--- src/design/wavelet_row_transform_haar_d4_macros.svh ---
// Assertion macros for the wavelet row transform block.
// Included by the top level; relies on clk and rst_n being in scope.
`ifndef WAVELET_ROW_TRANSFORM_HAAR_D4_MACROS_SVH
`define WAVELET_ROW_TRANSFORM_HAAR_D4_MACROS_SVH

// Same-cycle implication, disabled while in reset.
`define WRT_ASSERT_SAME(label, ante, cons, msg) \
    label: assert property (@(posedge clk) disable iff (!rst_n) (ante) |-> (cons)) \
        else $error(msg);

// Next-cycle implication, disabled while in reset.
`define WRT_ASSERT_NEXT(label, ante, cons, msg) \
    label: assert property (@(posedge clk) disable iff (!rst_n) (ante) |=> (cons)) \
        else $error(msg);

`endif

--- src/design/wrt_pkg.sv ---
// Shared constants, command/status types and filter taps for the wavelet row transform.
// No dependencies; used by wrt_ctrl, wrt_datapath and the top level.
`default_nettype none

package wrt_pkg;

    localparam int MAX_LEN     = 64;
    localparam int SAMPLE_BITS = 20;
    localparam int HALF_MAX    = MAX_LEN / 2;
    localparam int ADDR_W      = $clog2(MAX_LEN);
    localparam int CNT_W       = $clog2(MAX_LEN) + 1;
    localparam int HALF_W      = $clog2(HALF_MAX) + 1;
    localparam int TAP_W       = 2;
    localparam int NUM_TAPS    = 4;
    localparam int COEF_W      = 17;
    localparam int PROD_W      = SAMPLE_BITS + COEF_W;
    localparam int ACC_W       = PROD_W + 2;
    localparam int FRAC_BITS   = 15;
    localparam int CFG_IDX_W   = 2;
    localparam int CFG_DATA_W  = 6;

    // Register indexes on the configuration port.
    localparam logic [CFG_IDX_W-1:0] REG_KIND    = 2'd0;
    localparam logic [CFG_IDX_W-1:0] REG_INVERSE = 2'd1;
    localparam logic [CFG_IDX_W-1:0] REG_HALF    = 2'd2;

    localparam logic [HALF_W-1:0] HALF_RESET = HALF_W'(HALF_MAX);

    // D4 taps in Q1.15, Haar weights chosen so the same MAC/round path applies.
    localparam logic signed [COEF_W-1:0] C0        = 17'sd15826;
    localparam logic signed [COEF_W-1:0] C1        = 17'sd27411;
    localparam logic signed [COEF_W-1:0] C2        = 17'sd7345;
    localparam logic signed [COEF_W-1:0] C3        = -17'sd4240;
    localparam logic signed [COEF_W-1:0] HAAR_HALF = 17'sd16384;
    localparam logic signed [COEF_W-1:0] HAAR_ONE  = 17'sd32768;
    localparam logic signed [COEF_W-1:0] ZERO      = 17'sd0;

    typedef struct packed {
        logic              kind;     // 0 Haar, 1 D4
        logic              inverse;  // 0 analysis, 1 synthesis
        logic [HALF_W-1:0] half;     // effective half length, 1..HALF_MAX
    } wrt_cfg_t;

    typedef struct packed {
        logic              wr_en;
        logic [ADDR_W-1:0] wr_addr;
        logic              rd_en;
        logic              first;
        logic [ADDR_W-1:0] k;
        logic [TAP_W-1:0]  tap;
        logic              out_load;
        logic              out_last;
    } wrt_cmd_t;

    typedef struct packed {
        logic out_free;
    } wrt_status_t;

    // Weight for operand 'tap'. sel: detail (forward) or odd sample (inverse).
    function automatic logic signed [COEF_W-1:0] tap_coef(
        input logic             kind,
        input logic             inverse,
        input logic             sel,
        input logic [TAP_W-1:0] tap
    );
        logic signed [COEF_W-1:0] t0;
        logic signed [COEF_W-1:0] t1;
        logic signed [COEF_W-1:0] t2;
        logic signed [COEF_W-1:0] t3;
        logic signed [COEF_W-1:0] res;
        if (!inverse && !kind) begin
            t0 = HAAR_HALF;
            t1 = sel ? -HAAR_HALF : HAAR_HALF;
            t2 = ZERO;
            t3 = ZERO;
        end
        else if (inverse && !kind) begin
            t0 = ZERO;
            t1 = ZERO;
            t2 = HAAR_ONE;
            t3 = sel ? -HAAR_ONE : HAAR_ONE;
        end
        else if (!inverse) begin
            t0 = sel ? C3 : C0;
            t1 = sel ? -C2 : C1;
            t2 = sel ? C1 : C2;
            t3 = sel ? -C0 : C3;
        end
        else begin
            t0 = sel ? C3 : C2;
            t1 = sel ? -C0 : C1;
            t2 = sel ? C1 : C0;
            t3 = sel ? -C2 : C3;
        end
        case (tap)
            2'd0:    res = t0;
            2'd1:    res = t1;
            2'd2:    res = t2;
            default: res = t3;
        endcase
        return res;
    endfunction

endpackage

`default_nettype wire

--- src/design/wrt_ctrl.sv ---
// Controller FSM for the wavelet row transform: sample loading and per-output sequencing.
// Depends on wrt_pkg; drives wrt_datapath through wrt_cmd_t.
`default_nettype none

module wrt_ctrl (
    input  wire logic                 clk,
    input  wire logic                 rst_n,
    input  wire wrt_pkg::wrt_cfg_t    cfg,
    input  wire logic                 in_valid,
    output logic                      in_ready,
    input  wire wrt_pkg::wrt_status_t status,
    output wrt_pkg::wrt_cmd_t         cmd
);

    typedef enum logic [3:0] {
        S_LOAD  = 4'b0001,
        S_ISSUE = 4'b0010,
        S_DRAIN = 4'b0100,
        S_PUT   = 4'b1000
    } state_t;

    state_t                         state_reg, state_next;
    logic [wrt_pkg::CNT_W-1:0]      load_cnt_reg, load_cnt_next;
    logic [wrt_pkg::ADDR_W-1:0]     k_reg, k_next;
    logic [wrt_pkg::TAP_W-1:0]      tap_reg, tap_next;
    logic                           drain_reg, drain_next;
    logic [wrt_pkg::CNT_W-1:0]      row_len;
    logic [wrt_pkg::CNT_W-1:0]      cnt_inc;
    logic                           k_is_last;

    assign row_len   = wrt_pkg::CNT_W'({cfg.half, 1'b0});
    assign cnt_inc   = load_cnt_reg + wrt_pkg::CNT_W'(1);
    assign k_is_last = (wrt_pkg::CNT_W'(k_reg) == row_len - wrt_pkg::CNT_W'(1));
    assign in_ready  = (state_reg == S_LOAD);

    always_comb
    begin
        state_next    = state_reg;
        load_cnt_next = load_cnt_reg;
        k_next        = k_reg;
        tap_next      = tap_reg;
        drain_next    = drain_reg;
        cmd           = '0;
        cmd.wr_addr   = load_cnt_reg[wrt_pkg::ADDR_W-1:0];
        cmd.k         = k_reg;
        cmd.tap       = tap_reg;
        cmd.first     = (tap_reg == '0);
        cmd.out_last  = k_is_last;
        case (state_reg)
            S_LOAD:
            begin
                if (in_valid)
                begin
                    cmd.wr_en = 1'b1;
                    if (cnt_inc >= row_len)
                    begin
                        load_cnt_next = '0;
                        k_next        = '0;
                        tap_next      = '0;
                        state_next    = S_ISSUE;
                    end
                    else
                    begin
                        load_cnt_next = cnt_inc;
                    end
                end
            end
            S_ISSUE:
            begin
                cmd.rd_en = 1'b1;
                tap_next  = tap_reg + wrt_pkg::TAP_W'(1);
                if (tap_reg == wrt_pkg::TAP_W'(wrt_pkg::NUM_TAPS - 1))
                begin
                    drain_next = 1'b0;
                    state_next = S_DRAIN;
                end
            end
            S_DRAIN:
            begin
                // wait for read data -> product -> accumulator
                drain_next = 1'b1;
                if (drain_reg)
                    state_next = S_PUT;
            end
            S_PUT:
            begin
                if (status.out_free)
                begin
                    cmd.out_load = 1'b1;
                    tap_next     = '0;
                    if (k_is_last)
                        state_next = S_LOAD;
                    else
                    begin
                        k_next     = k_reg + wrt_pkg::ADDR_W'(1);
                        state_next = S_ISSUE;
                    end
                end
            end
            default:
            begin
                state_next = S_LOAD;
            end
        endcase
    end

    always_ff @(posedge clk or negedge rst_n)
    begin
        if (!rst_n)
        begin
            state_reg    <= S_LOAD;
            load_cnt_reg <= '0;
            k_reg        <= '0;
            tap_reg      <= '0;
            drain_reg    <= 1'b0;
        end
        else
        begin
            state_reg    <= state_next;
            load_cnt_reg <= load_cnt_next;
            k_reg        <= k_next;
            tap_reg      <= tap_next;
            drain_reg    <= drain_next;
        end
    end

endmodule

`default_nettype wire

--- src/design/wrt_datapath.sv ---
// Datapath: row memory, operand address generation, serial MAC, rounding and output register.
// Depends on wrt_pkg; sequenced by wrt_ctrl.
`default_nettype none

module wrt_datapath (
    input  wire logic                                clk,
    input  wire logic                                rst_n,
    input  wire wrt_pkg::wrt_cfg_t                   cfg,
    input  wire wrt_pkg::wrt_cmd_t                   cmd,
    output wrt_pkg::wrt_status_t                     status,
    input  wire logic signed [wrt_pkg::SAMPLE_BITS-1:0] sample,
    output logic signed [wrt_pkg::SAMPLE_BITS-1:0]   coeff,
    output logic                                     last,
    output logic                                     out_valid,
    input  wire logic                                out_ready
);

    localparam int CW = wrt_pkg::CNT_W;
    localparam int AW = wrt_pkg::ADDR_W;
    localparam int SB = wrt_pkg::SAMPLE_BITS;
    localparam int AC = wrt_pkg::ACC_W;
    localparam logic signed [AC-1:0] SAT_HI   = AC'((64'sd1 <<< (SB - 1)) - 64'sd1);
    localparam logic signed [AC-1:0] SAT_LO   = -SAT_HI - AC'(1);
    localparam logic signed [AC-1:0] ROUND_HF = AC'(64'sd1 <<< (wrt_pkg::FRAC_BITS - 1));

    logic signed [SB-1:0]             mem [wrt_pkg::MAX_LEN];

    logic [CW-1:0]                    row_len;
    logic [CW-1:0]                    half_w;
    logic                             is_detail;
    logic [AW-1:0]                    fwd_i;
    logic [CW-1:0]                    fwd_sum;
    logic [CW-1:0]                    fwd_idx;
    logic [AW-1:0]                    inv_i;
    logic [AW-1:0]                    inv_p;
    logic [AW-1:0]                    inv_idx;
    logic [AW-1:0]                    rd_addr;
    logic                             sel;

    logic signed [SB-1:0]             rd_data_reg;
    logic signed [wrt_pkg::COEF_W-1:0] coef_reg;
    logic signed [wrt_pkg::PROD_W-1:0] prod_reg;
    logic signed [AC-1:0]             acc_reg;
    logic                             v1_reg, f1_reg, v2_reg, f2_reg;

    logic signed [AC-1:0]             rounded;
    logic signed [AC-1:0]             shifted;
    logic signed [SB-1:0]             result;

    logic                             out_valid_reg;
    logic signed [SB-1:0]             coeff_reg;
    logic                             last_reg;

    // Operand addressing
    assign half_w    = CW'(cfg.half);
    assign row_len   = CW'({cfg.half, 1'b0});
    assign is_detail = (CW'(cmd.k) >= half_w);
    assign fwd_i     = is_detail ? cmd.k - AW'(cfg.half) : cmd.k;
    assign fwd_sum   = CW'({fwd_i, 1'b0}) + CW'(cmd.tap);
    assign fwd_idx   = (fwd_sum >= row_len) ? fwd_sum - row_len : fwd_sum;  // periodic wrap
    assign inv_i     = cmd.k >> 1;
    assign inv_p     = (inv_i == '0) ? AW'(cfg.half) - AW'(1) : inv_i - AW'(1);

    always_comb
    begin
        case (cmd.tap)
            2'd0:    inv_idx = inv_p;
            2'd1:    inv_idx = inv_p + AW'(cfg.half);
            2'd2:    inv_idx = inv_i;
            default: inv_idx = inv_i + AW'(cfg.half);
        endcase
    end

    assign rd_addr = cfg.inverse ? inv_idx : fwd_idx[AW-1:0];
    assign sel     = cfg.inverse ? cmd.k[0] : is_detail;

    // Row memory: one write port, one registered read port
    always_ff @(posedge clk)
    begin
        if (cmd.wr_en)
            mem[cmd.wr_addr] <= sample;
        if (cmd.rd_en)
            rd_data_reg <= mem[rd_addr];
    end

    // MAC pipeline: operand/coef -> product -> accumulate
    always_ff @(posedge clk)
    begin
        if (cmd.rd_en)
            coef_reg <= wrt_pkg::tap_coef(cfg.kind, cfg.inverse, sel, cmd.tap);
        if (v1_reg)
            prod_reg <= rd_data_reg * coef_reg;
        if (v2_reg)
            acc_reg <= f2_reg ? AC'(prod_reg) : acc_reg + AC'(prod_reg);
    end

    always_ff @(posedge clk or negedge rst_n)
    begin
        if (!rst_n)
        begin
            v1_reg <= 1'b0;
            f1_reg <= 1'b0;
            v2_reg <= 1'b0;
            f2_reg <= 1'b0;
        end
        else
        begin
            v1_reg <= cmd.rd_en;
            f1_reg <= cmd.first;
            v2_reg <= v1_reg;
            f2_reg <= f1_reg;
        end
    end

    // Round half up, floor shift, saturate
    assign rounded = acc_reg + ROUND_HF;
    assign shifted = rounded >>> wrt_pkg::FRAC_BITS;
    assign result  = (shifted > SAT_HI) ? SAT_HI[SB-1:0] :
                     (shifted < SAT_LO) ? SAT_LO[SB-1:0] : shifted[SB-1:0];

    // Output word register
    always_ff @(posedge clk or negedge rst_n)
    begin
        if (!rst_n)
            out_valid_reg <= 1'b0;
        else if (cmd.out_load)
            out_valid_reg <= 1'b1;
        else if (out_ready)
            out_valid_reg <= 1'b0;
    end

    always_ff @(posedge clk)
    begin
        if (cmd.out_load)
        begin
            coeff_reg <= result;
            last_reg  <= cmd.out_last;
        end
    end

    assign status.out_free = !out_valid_reg || out_ready;
    assign out_valid       = out_valid_reg;
    assign coeff           = coeff_reg;
    assign last            = last_reg;

endmodule

`default_nettype wire

--- src/design/wavelet_row_transform_haar_d4.sv ---
// Top level of the one-level 1-D wavelet row transform (Haar / Daubechies D4).
// Depends on wrt_pkg, wrt_ctrl, wrt_datapath and the assertion macro header.
//
// Usage:
//   - Config port (cfg_valid/cfg_ready, cfg_index, cfg_data) is always ready.
//     Index 0 wavelet_kind, 1 inverse_mode, 2 half_len; other indexes ignored.
//     Write only while the block is idle (no row being emitted).
//   - Input channel (in_valid/in_ready, sample): one Q12.8 word per cycle while
//     a row is being collected. half_len 0 acts as 1, above 32 acts as 32.
//   - When the 2*half_len-th word of a row is taken, in_ready drops and the
//     transformed row goes out on (out_valid/out_ready, coeff, last); last
//     marks the final word. Forward: approximations then details.
//   - Each output word takes 4 memory reads through the single read port
//     feeding the shared multiply-accumulate, then passes the product and
//     accumulator registers before it is loaded into the output register.
//   - A stalled receiver holds the output register; the next word waits in
//     the accumulator. Loading of the next row resumes once the final word is
//     in the output register, even if it has not yet been taken.
//   - Reset clears the registers to Haar, forward, half_len 32 and empties the
//     row; stored samples are not cleared (every read hits a word of this row).
`default_nettype none
`include "wavelet_row_transform_haar_d4_macros.svh"

module wavelet_row_transform_haar_d4 (
    input  wire logic                                    clk,
    input  wire logic                                    rst_n,
    input  wire logic                                    cfg_valid,
    output logic                                         cfg_ready,
    input  wire logic [wrt_pkg::CFG_IDX_W-1:0]           cfg_index,
    input  wire logic [wrt_pkg::CFG_DATA_W-1:0]          cfg_data,
    input  wire logic                                    in_valid,
    output logic                                         in_ready,
    input  wire logic signed [wrt_pkg::SAMPLE_BITS-1:0]  sample,
    output logic                                         out_valid,
    input  wire logic                                    out_ready,
    output logic signed [wrt_pkg::SAMPLE_BITS-1:0]       coeff,
    output logic                                         last
);

    logic                         kind_reg, kind_next;
    logic                         inverse_reg, inverse_next;
    logic [wrt_pkg::HALF_W-1:0]   half_len_reg, half_len_next;
    logic                         cfg_write;
    wrt_pkg::wrt_cfg_t            cfg;
    wrt_pkg::wrt_cmd_t            cmd;
    wrt_pkg::wrt_status_t         status;

    assign cfg_ready = 1'b1;
    assign cfg_write = cfg_valid && cfg_ready;

    // Configuration registers
    always_comb
    begin
        kind_next     = kind_reg;
        inverse_next  = inverse_reg;
        half_len_next = half_len_reg;
        if (cfg_write)
        begin
            case (cfg_index)
                wrt_pkg::REG_KIND:    kind_next     = cfg_data[0];
                wrt_pkg::REG_INVERSE: inverse_next  = cfg_data[0];
                wrt_pkg::REG_HALF:    half_len_next = cfg_data[wrt_pkg::HALF_W-1:0];
                default:              ;
            endcase
        end
    end

    always_ff @(posedge clk or negedge rst_n)
    begin
        if (!rst_n)
        begin
            kind_reg     <= 1'b0;
            inverse_reg  <= 1'b0;
            half_len_reg <= wrt_pkg::HALF_RESET;
        end
        else
        begin
            kind_reg     <= kind_next;
            inverse_reg  <= inverse_next;
            half_len_reg <= half_len_next;
        end
    end

    // Effective half length: clamp into 1..HALF_MAX
    assign cfg.kind    = kind_reg;
    assign cfg.inverse = inverse_reg;
    assign cfg.half    = (half_len_reg == '0) ? wrt_pkg::HALF_W'(1) :
                         (half_len_reg > wrt_pkg::HALF_RESET) ? wrt_pkg::HALF_RESET :
                         half_len_reg;

    wrt_ctrl u_ctrl (
        .clk      (clk),
        .rst_n    (rst_n),
        .cfg      (cfg),
        .in_valid (in_valid),
        .in_ready (in_ready),
        .status   (status),
        .cmd      (cmd)
    );

    wrt_datapath u_datapath (
        .clk       (clk),
        .rst_n     (rst_n),
        .cfg       (cfg),
        .cmd       (cmd),
        .status    (status),
        .sample    (sample),
        .coeff     (coeff),
        .last      (last),
        .out_valid (out_valid),
        .out_ready (out_ready)
    );

    // Controller never overwrites an output word that is still waiting.
    `WRT_ASSERT_SAME(a_no_overwrite, cmd.out_load, status.out_free, "output word overwritten")
    // Memory writes happen only on an accepted input word.
    `WRT_ASSERT_SAME(a_write_on_accept, cmd.wr_en, in_valid && in_ready, "stray memory write")
    // After the final word of a row is loaded, loading of the next row opens.
    `WRT_ASSERT_NEXT(a_reopen_after_row, cmd.out_load && cmd.out_last, in_ready, "input not reopened")
    // No read issued while the block is collecting samples.
    `WRT_ASSERT_SAME(a_no_read_in_load, cmd.rd_en, !in_ready && !cmd.out_load, "read during load")

endmodule

`default_nettype wire
--- config.mk ---
export PLATFORM = sky130hd
export DESIGN_NAME = wavelet_row_transform_haar_d4
export DESIGN_NICKNAME = d
export VERILOG_FILES = /design/src/design/wrt_pkg.sv /design/src/design/wrt_ctrl.sv /design/src/design/wrt_datapath.sv /design/src/design/wavelet_row_transform_haar_d4.sv
export VERILOG_INCLUDE_DIRS = /design/src /design/src/design
export SDC_FILE = /design/constraint.sdc
export NUM_CORES = 2
export LEC_CHECK = 0
export ABC_AREA = 1
export BUFFER_PORTS_ARGS = -buffer_cell sky130_fd_sc_hd__buf_4
export CORE_AREA = 2 2 352 354
export CTS_CLUSTER_DIAMETER = 40
export DETAILED_ROUTE_END_ITERATION = 10
export DIE_AREA = 0 0 354 356
export GPL_TIMING_DRIVEN = 0
export PLACE_DENSITY = 0.78
export RECOVER_POWER = 25
export SYNTH_ARGS = -nofsm -noshare
export SYNTH_HDL_FRONTEND = slang
export SYNTH_SLANG_ARGS = --single-unit
--- constraint.sdc ---
create_clock -name clk -period 9.2 [get_ports clk]
set_clock_uncertainty 0.15 [all_clocks]
set_input_delay 1.38 -clock clk [delete_from_list [all_inputs] [get_ports clk]]
set_output_delay 1.38 -clock clk [all_outputs]
set_load 0.02 [all_outputs]
### Word-level counts from Yosys, hierarchy flattened

Memories as Yosys holds them, arrays and structs flattened. A register that Yosys moved wholly into a read port is not among the register bits.
Cells that the tools add are included.

| operators by class | value |
|---|---|
| add/subtract/negate cells | 13 |
| $mul | 1 |
| $lt $le $gt $ge | 6 |
| eq/ne operators | 16 |
| mux-type cells | 61 |
| reductions and logical operators | 22 |

Operators with widths:

| cell | number |
|---|---|
| $mux W17 | 18 |
| $mux W6 | 10 |
| $pmux W17 S3 | 1 |
| $add A39 B16 Y39 const B | 1 |
| $add A39 B37 Y39 | 1 |
| $mux W39 | 1 |
| $mul A20 B17 Y37 | 1 |
| $mux W15 | 2 |
| $gt A24 B20 Y1 const B | 1 |
| $lt A24 B20 Y1 const B | 1 |
| $mux W20 | 1 |
| $mux W4 | 5 |
| $pmux W6 S3 | 1 |
| $pmux W4 S4 | 1 |
| $ge A7 B7 Y1 | 2 |
| $mux W14 | 1 |
| $logic_not A6 Y1 | 2 |
| $mux W12 | 1 |
| $pmux W6 S2 | 1 |
| $sub A6 B6 Y6 | 2 |
| $mux W1 | 11 |
| $reduce_and A2 Y1 | 5 |
| $reduce_and A5 Y1 | 2 |
| $mux W2 | 4 |
| other kinds (30) | 43 |

| storage, ports and cells | value |
|---|---|
| flip-flop bits (word level) | 147 |
| RAM bits | 1280 |
| bits of input ports | 33 |
| logic and storage cells | 138 |
| memories kept | 1 |

Memory list:

| name | depth | bits a word | rd ports | clocked after memory_dff | write ports | RTL line | text |
|---|---|---|---|---|---|---|---|
| u_datapath.mem | 64 | 20 | 1 | 1 | 1 | wrt_datapath.sv:26 | `logic signed [SB-1:0] mem [wrt_pkg::MAX_LEN];` |

### Logic depth before layout (Yosys ltp)

| logic depth | value |
|---|---|
| depth in word-level cells | 10 |
| gate-level depth with buffers | 36 |
| gate-level depth less buffers | 33 |

### Modules after synthesis

From an unflattened synthesis, not the netlist that was laid out.

| unflattened totals | value |
|---|---|
| cell total of the unflattened synthesis | 7775 |
| area, all modules | 77964.8 sq um |

Modules (own cells, without submodules):

| module | times used | cells an instance | area an instance (sq um) |
|---|---|---|---|
| wrt_datapath | 1 | 7500 | 75992.9 |
| wrt_ctrl | 1 | 227 | 1557.7 |
| wavelet_row_transform_haar_d4 | 1 | 48 | 414.1 |

### Least setup slack after synthesis

Ideal clock, no wire load.

| path | value |
|---|---|
| path type | register -> register |
| start point | register u_datapath.rd_data_reg[12], read port of u_datapath.mem |
| end point | register u_datapath.prod_reg[28] (netlist bit), data pin |
| setup time | 0.258 ns |
| arrival | 5.415 ns |
| required time | 8.792 ns |
| path slack | 3.377 ns |
| stages on the path, launching flop included | 24 |
| path buffers | 1 |
| clock period less this slack | 5.823 ns |
| cell sequence | edfxtp_1 > clkbuf_1 > nand2_1 > fa_1 > inv_1 > fa_1 > inv_1 > fa_1 > inv_1 > fa_1 > inv_1 > fa_1 > inv_1 > fa_1 > ha_1 > nand2_1 > nand2_1 > a31oi_1 > a21boi_0 > o21ai_0 > nand2_1 > nand2_1 > a21oi_1 > xnor2_1 |

| between the ends | value |
|---|---|
| longest elaborated chain between the ends | 1 |

Ends and longest elaborated chain:

| item | RTL line | text |
|---|---|---|
| from (decl) | wrt_datapath.sv:40 | `logic signed [SB-1:0] rd_data_reg;` |
| $mul A20 B17 Y37 | wrt_datapath.sv:92 | `prod_reg <= rd_data_reg * coef_reg;` |
| to (signal assigned) | wrt_datapath.sv:92 |  |
| to (decl) | wrt_datapath.sv:42 | `logic signed [wrt_pkg::PROD_W-1:0] prod_reg;` |

Every way passes these cells.
A chain may end at the register's enable or synchronous reset.

### Final worst setup path

| path | value |
|---|---|
| start point | register half_len_reg[2] (netlist bit) |
| end point | register u_datapath.rd_data_reg[7], read port of u_datapath.mem, data pin |

| between the ends | value |
|---|---|
| longest elaborated chain between the ends | 9 |
| elaborated cells between the ends (all ways) | 17 |

Ends and longest elaborated chain:

| item | RTL line | text |
|---|---|---|
| from (decl) | wavelet_row_transform_haar_d4.sv:42 | `logic [wrt_pkg::HALF_W-1:0] half_len_reg, half_len_next;` |
| from (signal assigned) | wavelet_row_transform_haar_d4.sv:74 | `half_len_reg <= wrt_pkg::HALF_RESET;` |
| from (signal assigned) | wavelet_row_transform_haar_d4.sv:80 | `half_len_reg <= half_len_next;` |
| $gt A6 B6 Y1 | wavelet_row_transform_haar_d4.sv:88 | `(half_len_reg > wrt_pkg::HALF_RESET) ? wrt_pkg::HALF_RESET :` |
| $mux W6 | wavelet_row_transform_haar_d4.sv:88 |  |
| $mux W6 * | wavelet_row_transform_haar_d4.sv:87 | `assign cfg.half = (half_len_reg == '0) ? wrt_pkg::HALF_W'(1) :` |
| $sub A6 B6 Y6 / $ge A6 B6 Y1 (equally long branches) | wrt_datapath.sv:58, wrt_datapath.sv:57 |  |
| $mux W6 | wrt_datapath.sv:58 | `assign fwd_i = is_detail ? cmd.k - AW'(cfg.half) : cmd.k;` |
| $add A7 B2 Y7 | wrt_datapath.sv:59 | `assign fwd_sum = CW'({fwd_i, 1'b0}) + CW'(cmd.tap);` |
| $sub A6 B6 Y6 / $ge A7 B7 Y1 (equally long branches) | wrt_datapath.sv:60 | `assign fwd_idx = (fwd_sum >= row_len) ? fwd_sum - row_len : fwd_sum;` |
| $mux W6 | wrt_datapath.sv:60 |  |
| $mux W6 * | wrt_datapath.sv:74 | `assign rd_addr = cfg.inverse ? inv_idx : fwd_idx[AW-1:0];` |

Every way passes the cells marked *; elsewhere a longest branch is shown, timed or not.

==> impl_metrics.toml <==
[place]
gp_congestion = 1.054
io_buffers = 55
dp_hpwl_mm = 171.4

[floorplan]
ios = 57
rows = 129
die-area_um2 = 126000
initial_core_util_pct = 64.38
die_w_um = 354
die_y_um = 356
core_area_um2 = 122700

[global_routing]
grt_overflow = 0
grtUsageTotal_pct = 38.92
grt_pass1_vias = 58670
grt_pass1_wl_mm = 358.8
antenna_found_initial = 3
grt_max_degree = 65

[routing]
postRouteAntennaNets = 0
avgRoutedWirePerCell_um = 24.70
num_vias = 60540
drtIter0Drc = 8879
vias_per_cell = 6.099
drc = 0
totalWireLength_mm = 245.2
drtPass1Iterations = 6

[clock_tree]
cts_setup_buffers = 0
clk_latency_ns = 0.84
cts-buffers-inserted = 177
ctsHoldBuffers = 0
max-clock-path-buffers = 3
numClockSinks = 1443
path_clk_slew_ns = 0.05
cts_max_level = 4
cts_tree = "built"
cts_root_buf = "clkbuf_16"
ctsResizeCount = 0

[timing]
worst_pin_slew_ns = 4.218
finalSetupTns_ns = 0
fmax_mhz = 130.7
final_hold_viol_count = 0
slew_headroom_pct = -181.2
finalCritPeriodShare_pct = 83.17
rsz0062_at_grt = "false"
period_needed_ns = 7.652
setup_viol = 0
final_max_slew_viol_count = 1125

[yosys]
syn_area_um2 = 78970
async_flop_share_pct = 2.287
avgSynthCellArea_um2 = 10.07
synth-seq-cells = 1443
ys_seq_area_share_pct = 54.66
synthDistinctLibCells = 57
synth-edff-count = 1410
yosys_warnings = 0
syn_inst = 7839
synth-main-ff-cell = "edfxtp_1"
syn-num-nets = 8378

[setup_path]
cpMaxStageDelayCell = "nand2_1"
critPathCaptureType = "register"
max_stage_delay_ns = 0.69
worstPathRequired_ns = 9.53
crit_top_cell = "nand3_1"
critPathLaunchType = "register"
cp_max_fo = 10
criticalPathCategory = "register to register"
crit_arrival_ns = 7.98

[worst_hold_path]
holdCritPathClass = "register to register"

[final_layout]
largest_reg_flops = 1280
area_growth_pct = 12.22
finalNetCount = 8679
drive_gt1_share_pct = 7.930

[flow_run]
drv_cap = 19

[outcome]
violations = "max-capacitance violations, max-slew violations"
status = "complete, but fails checks"
critical path, delay by kind of cell (launching register included):
kind            cells  cell delay [ns]
simple gates       17             3.81
fa+ha+maj           3             0.98
flops               1             0.41
buf+inv             5             0.95
compound gates      5             0.86
xor+xnor            1             0.16
per-stage QoR:
step                      area (µm²)  std cells  hold WS [ns]  setup WS (ns)  util, %
after global placement         81430       9531        0.3230          1.941    66.38
after CTS                      88690       9922        0.3397          1.925    72.30
after detailed placement       82820       9598        0.3279          1.963    67.51
final                          88620       9927        0.3398          1.548    72.24
after global routing           88610       9922        0.3538          1.380    72.23
after floorplan                78970       7839        0.1812          3.377        -
per-layer routing:
layer	global-route usage, %	vias to the layer above	share of wire (%)
met3	7.580	842	11
met1	49.08	29080	35
met4	24.98	2	7.3
li1	-	26610	-
met2	62.22	4003	46
met5	0	-	0.0033
final cells by class:
cell class	count	area [µm²]
Timing Repair Buffer	122	1541
Inverter	1245	4673
Antenna cell	5	12.51
Clock inverter	126	1320
Buffer	414	1815
Fill cell	8713	34050
Multi-Input combinational cell	4737	29490
Sequential cell	1443	43170
Tap cell	1637	2048
Clock buffer	198	4551
layout by cell type, fill, tap and decap left out, types with 9 or more instances in the layout:
cell	Yosys	layout
nand2_1	1716	1716
edfxtp_1	1410	1410
nand3_1	1399	1399
inv_1	1235	1236
nand3b_1	377	377
fa_1	343	343
clkbuf_1	263	301
clkbuf_16	0	179
nor2_1	228	163
ha_1	163	163
a21oi_1	119	119
buf_2	114	113
o21ai_0	104	104
nor2_2	5	67
xor2_1	56	56
buf_4	14	51
buf_8	0	45
xnor2_1	36	36
or2_2	32	32
dfrtp_1	31	31
clkinv_1	1	22
clkinv_2	0	22
nor3_1	21	21
a31oi_1	21	21
clkinv_4	0	20
buf_16	0	17
nand4_1	16	16
inv_6	0	16
buf_1	14	14
bufinv_16	0	14
clkinvlp_4	0	14
buf_6	9	13
o21ai_1	13	13
inv_8	0	10
o21bai_1	9	9
worst paths after layout:
kind	from	slack (ns)	cells after the start	to
setup / recovery	half_len_reg[2]	1.55	31	u_datapath.rd_data_reg[7]
min in group asynchronous	rst_n	1.08	1	u_ctrl.k_reg[1]
hold / removal	u_ctrl.drain_reg	0.34	2	u_ctrl.drain_reg
max in group asynchronous	rst_n	6.55	1	u_ctrl.tap_reg[1]
hold reg to reg	u_ctrl.drain_reg	0.34	2	u_ctrl.drain_reg
setup reg to reg	half_len_reg[2]	1.55	31	u_datapath.rd_data_reg[7]
cells by family after synthesis:
group / Yosys count / synth area share (%)
AOI/OAI and AO/OA: 312 / 2.210
xor gates and xnor gates: 93 / 1.041
adders and majority gates: 506 / 11.28
and+or+nand+nor: 3822 / 22.54
other: 1 / 0.004749
muxes: 3 / 0.04278
DFF: 1443 / 54.66
buffers and inverters: 1659 / 8.218
cells in the mapped netlist, drive strengths merged (25+ instances only):
master,number,area share [%]
a21oi,119,0.75
buf,151,1.1
clkbuf,263,1.3
dfrtp,31,0.98
edfxtp,1410,54
fa,343,8.7
ha,163,2.6
inv,1244,5.9
nand2,1724,8.2
nand3,1402,8.9
nand3b,378,3.6
nor2,233,1.1
nor3,25,0.20
o21ai,117,0.74
or2,33,0.26
xnor2,37,0.42
xor2,56,0.62
Power is not shown: default switching activity piles up to over one toggle a cycle in this logic, so the estimate is an artifact.
